===== src/met_pkg.sv =====
`timescale 1ns / 1ps

package met_pkg;

   localparam int INDEX_BITS    = 12;
   localparam int COORD_BITS    = 32;
   localparam int STEP_BITS     = 31;
   localparam int FRAC_BITS     = 28;
   localparam int ITER_BITS     = 16;
   localparam int GRAY_BITS     = 24;
   localparam int CSR_IDX_BITS  = 3;
   localparam int CSR_DATA_BITS = 32;

   // index * step and origin + index * step
   localparam int MAP_BITS  = INDEX_BITS + STEP_BITS;
   localparam int SUM_BITS  = MAP_BITS + 2;
   // z after an update: |re| <= 2^30 and |im| <= 2^31 on top of a 32-bit point
   localparam int Z_BITS    = COORD_BITS + 2;
   // magnitude of a component that passed the radius check (at most 2.0)
   localparam int MAG_BITS  = FRAC_BITS + 2;
   localparam int PROD_BITS = 2 * MAG_BITS;
   localparam int WIDE_BITS = PROD_BITS + 1;
   localparam int NUM_BITS  = ITER_BITS + GRAY_BITS;
   localparam int DIV_CNT_BITS = $clog2(GRAY_BITS);

   localparam logic [GRAY_BITS-1:0] GRAY_MAX = 24'hFFFFFF;
   localparam int ESCAPE_RADIUS_SQ = 4;
   localparam int TWO              = 2;
   localparam logic [Z_BITS-1:0] COMPONENT_LIMIT = Z_BITS'(TWO) << FRAC_BITS;
   localparam logic [WIDE_BITS-1:0] ESCAPE_SUM =
      WIDE_BITS'(ESCAPE_RADIUS_SQ) << (2 * FRAC_BITS);

   localparam logic [CSR_IDX_BITS-1:0] CSR_X_ORIGIN = 3'd0;
   localparam logic [CSR_IDX_BITS-1:0] CSR_Y_ORIGIN = 3'd1;
   localparam logic [CSR_IDX_BITS-1:0] CSR_X_STEP   = 3'd2;
   localparam logic [CSR_IDX_BITS-1:0] CSR_Y_STEP   = 3'd3;
   localparam logic [CSR_IDX_BITS-1:0] CSR_MAX_ITER = 3'd4;

   localparam logic signed [COORD_BITS-1:0] ORIGIN_RESET   = -32'sd536870912;
   localparam logic [STEP_BITS-1:0]         STEP_RESET     = 31'd1073742;
   localparam logic [ITER_BITS-1:0]         MAX_ITER_RESET = 16'd1000;

   typedef struct packed {
      logic load;
      logic map_mul;
      logic map_add;
      logic square;
      logic update;
      logic div_init;
      logic div_step;
   } cmd_type;

   typedef struct packed {
      logic stop;
   } status_type;

endpackage


===== src/met_ctrl.sv =====
`timescale 1ns / 1ps

module met_ctrl (
   input  logic                 clock,
   input  logic                 reset,
   input  logic                 start,
   output logic                 busy,
   output logic                 rsp_valid,
   output met_pkg::cmd_type     cmd,
   input  met_pkg::status_type  status
);

   typedef enum logic [6:0] {
      S_IDLE     = 7'b0000001,
      S_MAP_MUL  = 7'b0000010,
      S_MAP_ADD  = 7'b0000100,
      S_SQUARE   = 7'b0001000,
      S_UPDATE   = 7'b0010000,
      S_DIV_INIT = 7'b0100000,
      S_DIVIDE   = 7'b1000000
   } state_type;

   localparam logic [met_pkg::DIV_CNT_BITS-1:0] DIV_LAST =
      met_pkg::DIV_CNT_BITS'(met_pkg::GRAY_BITS - 1);

   state_type                          state_ff, state_in;
   logic [met_pkg::DIV_CNT_BITS-1:0]   div_cnt_ff, div_cnt_in;
   logic                               rsp_valid_ff, rsp_valid_in;

   always_comb begin
      state_in     = state_ff;
      div_cnt_in   = div_cnt_ff;
      rsp_valid_in = 1'b0;
      cmd          = '0;
      case (state_ff)
         S_IDLE: begin
            if (start) begin
               cmd.load = 1'b1;
               state_in = S_MAP_MUL;
            end
         end
         S_MAP_MUL: begin
            cmd.map_mul = 1'b1;
            state_in    = S_MAP_ADD;
         end
         S_MAP_ADD: begin
            cmd.map_add = 1'b1;
            state_in    = S_SQUARE;
         end
         S_SQUARE: begin
            cmd.square = 1'b1;
            state_in   = S_UPDATE;
         end
         S_UPDATE: begin
            cmd.update = 1'b1;
            state_in   = status.stop ? S_DIV_INIT : S_SQUARE;
         end
         S_DIV_INIT: begin
            cmd.div_init = 1'b1;
            div_cnt_in   = '0;
            state_in     = S_DIVIDE;
         end
         S_DIVIDE: begin
            cmd.div_step = 1'b1;
            div_cnt_in   = div_cnt_ff + 1'b1;
            if (div_cnt_ff == DIV_LAST) begin
               state_in     = S_IDLE;
               rsp_valid_in = 1'b1;
            end
         end
         default: begin
            state_in = S_IDLE;
         end
      endcase
   end

   always_ff @(posedge clock) begin
      if (reset) begin
         state_ff     <= S_IDLE;
         div_cnt_ff   <= '0;
         rsp_valid_ff <= 1'b0;
      end else begin
         state_ff     <= state_in;
         div_cnt_ff   <= div_cnt_in;
         rsp_valid_ff <= rsp_valid_in;
      end
   end

   assign busy      = (state_ff != S_IDLE);
   assign rsp_valid = rsp_valid_ff;

   // a result only follows the last division step
   a_rsp_after_divide: assert property (@(posedge clock) disable iff (reset)
      rsp_valid_ff |-> ($past(state_ff == S_DIVIDE) && state_ff == S_IDLE))
      else $error("result strobe without a finished division");

   a_div_cnt_range: assert property (@(posedge clock) disable iff (reset)
      (state_ff == S_DIVIDE) |-> (div_cnt_ff <= DIV_LAST))
      else $error("division step counter out of range");

   // iteration work never runs while idle
   a_idle_quiet: assert property (@(posedge clock) disable iff (reset)
      !busy |-> !(cmd.square || cmd.update || cmd.div_step || cmd.div_init))
      else $error("datapath command issued while idle");

endmodule


===== config.mk =====
export PLATFORM = sky130hd
export DESIGN_NAME = met_ctrl
export DESIGN_NICKNAME = d
export VERILOG_FILES = /design/src/met_pkg.sv /design/src/met_ctrl.sv
export SDC_FILE = /design/constraint.sdc
export NUM_CORES = 1
export LEC_CHECK = 0
export BUFFER_PORTS_ARGS = -buffer_cell sky130_fd_sc_hd__buf_2
export CAP_MARGIN = 15
export CORE_ASPECT_RATIO = 1.1
export CORE_MARGIN = 10
export CORE_UTILIZATION = 50
export CTS_BUF_LIST = sky130_fd_sc_hd__clkbuf_16
export CTS_CLUSTER_DIAMETER = 100
export DETAILED_ROUTE_END_ITERATION = 12
export MAX_ROUTING_LAYER = met4
export PLACE_DENSITY = 0.84
export REMOVE_ABC_BUFFERS = 1
export SETUP_SLACK_MARGIN = 0.05
export SKIP_CTS_REPAIR_TIMING = 1
export SLEW_MARGIN = 25
export SYNTH_ARGS = -nofsm -noshare
export SYNTH_HDL_FRONTEND = slang
export SYNTH_SLANG_ARGS = --single-unit

===== constraint.sdc =====
create_clock -name clock -period 2 [get_ports clock]
set_input_delay 0.4 -clock clock [delete_from_list [all_inputs] [get_ports clock]]
set_output_delay 0.4 -clock clock [all_outputs]
set_load 0.005 [all_outputs]

==> metrics.txt, run 1 <==
Syn Area/Cell=about 8.6 um^2; Gate Count Post-Synth=84; Max FO, Critical Path=3; final instance area=938 um^2; n_diodes=0; fillcell total=100; final WL=around 1900 um; Placement Cell Area=800 um^2; clk slew on worst S/H paths=about 40 ps; synth unique cells=38; Post-synth top flop=dfxtp_1; initial core utilization=52.7%; area occupied by multi-input gates=approximately 440 um^2; Final setup viols=1; Cell Area, Synth=a little over 700 um^2; H-tree depth=1; Synth area leaders=dfxtp_1 36%, nor2_1 5.7%, o32ai_1 3.6%; root buf cell=clkbuf_16; Ys Warns=0; cell family with most CP delay=simple AND/OR/NAND/NOR gates; final slew viol count=0; Static Leak=0.383 nW; Worst Hold Path Cells=2; via/cell ratio=roughly 6.0; Boundary Pins=13; post-DP HPWL=1240 um; total number of vias=roughly 720; clk_lat worst skew=roughly 240 ps; status=complete, but fails checks; RePlAce Congestion=~0.82; PwrDens=746 mW/mm^2; top post-synthesis cells by count=13 x dfxtp_1, 11 x nor2_1, 6 x inv_1; Num CTS Buffers=3; Port Buffers=12; RSZ-0062 raised after global routing=true; Arr. time, crit path=1640 ps; Crit. End Element=output pin; crit-path cells=or3_4, or4_4, inv_2, buf_6; failing checks=negative setup slack; Post-Route Skew=~2.3 ps; Layout area overhead=30.2%; Antenna Nets Post-Route=0; Least-Margin Pin Slew=472 ps; Crit Path Category=register to output pin; Max stage delay on crit path=approximately 500 ps; Post-synth EDFFs=0; hold wc startpoint=status; most common cell in the netlist=dfxtp_1; die height=59.8 um; Max Freq=between 0.4 and 0.5 GHz; DRC Markers=0; first-pass GRT wire length=3060 um; antenna violations before repair=0; CTS max path bufs=2; Overflow after GRT=0; largest net degree at the start of global routing=12; hold endpoint=state_ff[5]; Peak VDD IR=0.655 mV; # rows=14; die width=between 50 and 60 um; top-area cell type share of the netlist area=a little over a third; Tmin final=2040 ps; dominant cell type by area after synthesis=dfxtp_1; R2R cell count=5; Die ar.=between 0.003 and 0.004 mm^2; Reg-to-Reg Start=state_ff[4]; share of cells above drive strength 1=30.8%; clock sinks=13; crit path launch type=register; Final Hold Viols=0; CP Data Required Time=approximately 1600 ps; Bufs and invs on worst path=2; Hold Path Class=input port to register; Final period util=102%; crit path max-delay cell type=or4_4; max-cap check violation count=0; DRT iter0 DRCs=19; r2r setup slk=290 ps; first-pass detailed-route iteration total=4; CTS tree=yes; FFs w/ async S/R, synth=0%; Seq cells post-synth=13; WL/cell=about 16 um; GRT Util Overall=between 10% and 20%; Reg area=roughly 270 um^2; Final #Nets=between 100 and 150; register area share after synthesis=between 30% and 40%; reg2reg end=state_ff[0]; vias in the first global route=slightly above 700; worst slack at placement=about 190 ps; worst relative slew slack=around 68%; setup ws final=-37.9 ps; Core Region=0.00137 mm^2
## power by group
part	switching (mW)	internal, mW	leakage [nW]
registers	0.00420	0.262	0.107
logic	0.0337	0.0244	0.234
clock network	0.112	0.264	0.0423
## final cells by class
class | instances | area share (%)
timing repair buffer | 18 | 11.9
clock inverter | 1 | 0.400
inverter | 6 | 2.40
clock buffer | 3 | 8.00
sequential | 13 | 28.7
multi-input combinational | 63 | 46.5
tap | 16 | 2.13
## cell families (layout without fill, tap and decap cells)
family / after synthesis / after routing / share of synthesized area (%)
compound gates: 19 / 19 / 19.6
xor+xnor: 1 / 1 / 1.22
fa+ha+maj: 1 / 1 / 1.74
buf+inv: 8 / 28 / 4.34
flops: 13 / 13 / 36.1
mux: 1 / 1 / 1.39
simple gates: 41 / 41 / 35.6
## sequential cells by signal, summed over array words and instances (netlist names)
register,cells
state_ff,7
div_cnt_ff,5
rsp_valid,1
## worst max-delay path by stage
stage	start	to	slack (ps)	depth (start not counted)
after detailed placement	state_ff[2]	cmd[1]	190	4
after global routing	state_ff[3]	cmd[1]	-60	4
final	state_ff[4]	cmd[1]	-40	4
after global placement	state_ff[2]	cmd[1]	200	4
after CTS	state_ff[2]	cmd[1]	-90	4
after floorplan	state_ff[2]	cmd[1]	330	3
## cells in the final DEF, fill, tap and decap left out, types with 2 or more instances in the layout
master and count:
a21oi_1 4, a41oi_1 2, and3_1 3, buf_2 11, buf_4 6, clkbuf_16 3, dfxtp_1 10, dfxtp_4 2
inv_1 6, nand2_1 2, nand2b_1 2, nand3_1 2, nand4b_1 2, nor2_1 10, nor2b_1 3, nor4_1 3
o21ai_0 4, o32ai_1 3
## stage by stage
| step | power [mW] | util, % | setup TNS, ps | instances | hold slack, ps |
|---|---|---|---|---|---|
| 2_1_floorplan | 0.309 | - | 0 | 82 | 460 |
| 3_3_place_gp | 0.328 | 58.5 | 0 | 111 | 488 |
| 3_5_place_dp | 0.329 | 58.5 | 0 | 111 | 496 |
| 4_1_cts | 0.705 | 64.3 | -90.5 | 115 | 439 |
| 5_1_grt | 0.723 | 68.7 | -57.5 | 120 | 435 |
| 6_report | 0.700 | 68.7 | -37.9 | 120 | 431 |
## worst reg2reg max path, cell delays in order (launching register included)
cell and delay (ps):
dfxtp_1 320, or3_4 410, or4_4 500, buf_4 160, a21boi_4 120, a31oi_1 60
## layer usage
layer | part of all wire [%] | vias up | global-route usage, %
met3 | 8.4 | 4 | 4.03
met5 | 0 | - | -
met4 | 1.5 | 0 | 7.56
met2 | 49 | 30 | 17.9
met1 | 41 | 327 | 11.9
li1 | - | 354 | -
Note: power is estimated with default switching activity, not from simulation.
==> inputs of run 2 (changes only) <==
--- a/config.mk
+++ b/config.mk
@@ -6,7 +6,6 @@
 export NUM_CORES = 1
 export LEC_CHECK = 0
 export BUFFER_PORTS_ARGS = -buffer_cell sky130_fd_sc_hd__buf_2
-export CAP_MARGIN = 15
 export CORE_ASPECT_RATIO = 1.1
 export CORE_MARGIN = 10
 export CORE_UTILIZATION = 50
@@ -22,3 +21,4 @@
 export SYNTH_ARGS = -nofsm -noshare
 export SYNTH_HDL_FRONTEND = slang
 export SYNTH_SLANG_ARGS = --single-unit
+export TNS_END_PERCENT = 30
==> metrics.txt, run 2 (synthesis results as in run 1) <==
worst relative slew slack=between 60% and 70%; commonest non-fill, non-tap cells in the layout=11 x buf_2, 10 x nor2_1, 10 x dfxtp_1, 6 x inv_1, 5 x buf_4; Final Hold Viols=0; Least-Margin Pin Slew=between 400 and 500 ps; Die ar.=between 0.003 and 0.004 mm^2; largest net degree at the start of global routing=12; final WL=around 1900 um; Reg-to-Reg Start=state_ff[3]; Post-Route Skew=about 3.3 ps; H-tree depth=1; first-pass GRT wire length=3060 um; RePlAce Congestion=approximately 0.82; clock sinks=13; max-cap check violation count=0; Antenna Nets Post-Route=0; total number of vias=~700; Max Freq=0.490 GHz; clk slew on worst S/H paths=~50 ps; Num CTS Buffers=3; failing checks=negative setup slack; die height=between 50 and 60 um; post-DP HPWL=1240 um; Tmin final=slightly above 2000 ps; Worst Hold Path Cells=2; most common cell after layout, fill and taps aside=buf_2; Core Region=approximately 0.0014 mm^2; Arr. time, crit path=about 1600 ps; DRT iter0 DRCs=30; antenna violations before repair=0; worst slack at placement=~190 ps; Final #Nets=between 100 and 150; hold wc startpoint=status; R2R cell count=5; # rows=14; hold endpoint=state_ff[5]; Static Leak=0.384 nW; status=complete, but fails checks; share of cells above drive strength 1=31.1%; CTS max path bufs=2; setup ws final=-39.8 ps; r2r setup slk=290 ps; CP Data Required Time=1600 ps; via/cell ratio=5.89; max FFs per register=7; PwrDens=about 750 mW/mm^2; die width=56.2 um; reg2reg end=state_ff[0]; Boundary Pins=13; Layout area overhead=29.9%; GRT Util Overall=11.4%; Hold Path Class=input port to register; vias in the first global route=between 700 and 800; DRC Markers=0; RSZ-0062 raised after global routing=true; final slew viol count=0; CTS tree=yes; Max FO, Critical Path=4; Largest Register=state_ff; end-of-flow core utilization=68.5%; Final setup viols=1; root buf cell=clkbuf_16; clk_lat worst skew=around 240 ps; Crit. End Element=output pin; WL/cell=~16 um; Crit Path Category=register to output pin; n_diodes=0; crit path launch type=register; Peak VDD IR=0.661 mV; Final period util=102%; first-pass detailed-route iteration total=4; Port Buffers=12; Overflow after GRT=0; initial core utilization=between 50% and 60%; Pwr Total=between 0.7 and 0.8 mW
-- run 2: cell count changes in the layout (fill, tap and decap cells not counted) --
cell     delta
nand3_1     -1
nand3_2     +1
buf_4       -1
-- run 2: power by group --
part / total (mW) / internal, mW / switching, mW
Combinational: 0.0591 / 0.0249 / 0.0342
Sequential: 0.266 / 0.262 / 0.00401
Clock: 0.375 / 0.264 / 0.112
Total: 0.701 / 0.551 / 0.150
-- run 2: routing by layer --
layer  GRT usage, %  vias to the layer above  wire length [um]
met3           4.03                        6               100
met5              -                        -                 0
met1           11.9                      325               808
met4           7.56                        0                37
li1               -                      352                 -
met2           17.9                       18               906
-- run 2: critical path, stage by stage (launching register included) --
cell	delay (ps)
dfxtp_4	340
or3_4	390
or4_4	510
inv_2	80
buf_6	90
-- run 2: worst max path at each step --
stage	start	to	slack, ps	cells past startpoint
after floorplan	state_ff[2]	cmd[1]	330	3
after global placement	state_ff[2]	cmd[1]	200	4
after detailed placement	state_ff[2]	cmd[1]	190	4
after CTS	state_ff[2]	cmd[1]	-90	4
after global routing	state_ff[3]	cmd[1]	-60	4
final	state_ff[3]	cmd[1]	-40	4
-- run 2: layout make-up --
type	instances	area (um^2)
clock buffer	3	75.1
clock inverter	1	3.75
fill	100	430
inverter	6	22.5
multi-input combinational	63	442
sequential	13	269
tap	16	20.0
timing repair buffer	17	104
-- run 2: metrics by stage --
stage | cell area [um^2] | std cells | setup TNS (ps) | hold slack, ps
finish | 936 | 119 | -39.8 | 432
global route | 936 | 119 | -79.8 | 435
CTS | 878 | 115 | -90.5 | 439
detailed placement | 800 | 111 | 0 | 496
global placement | 800 | 111 | 0 | 488
floorplan | 712 | 82 | 0 | 460
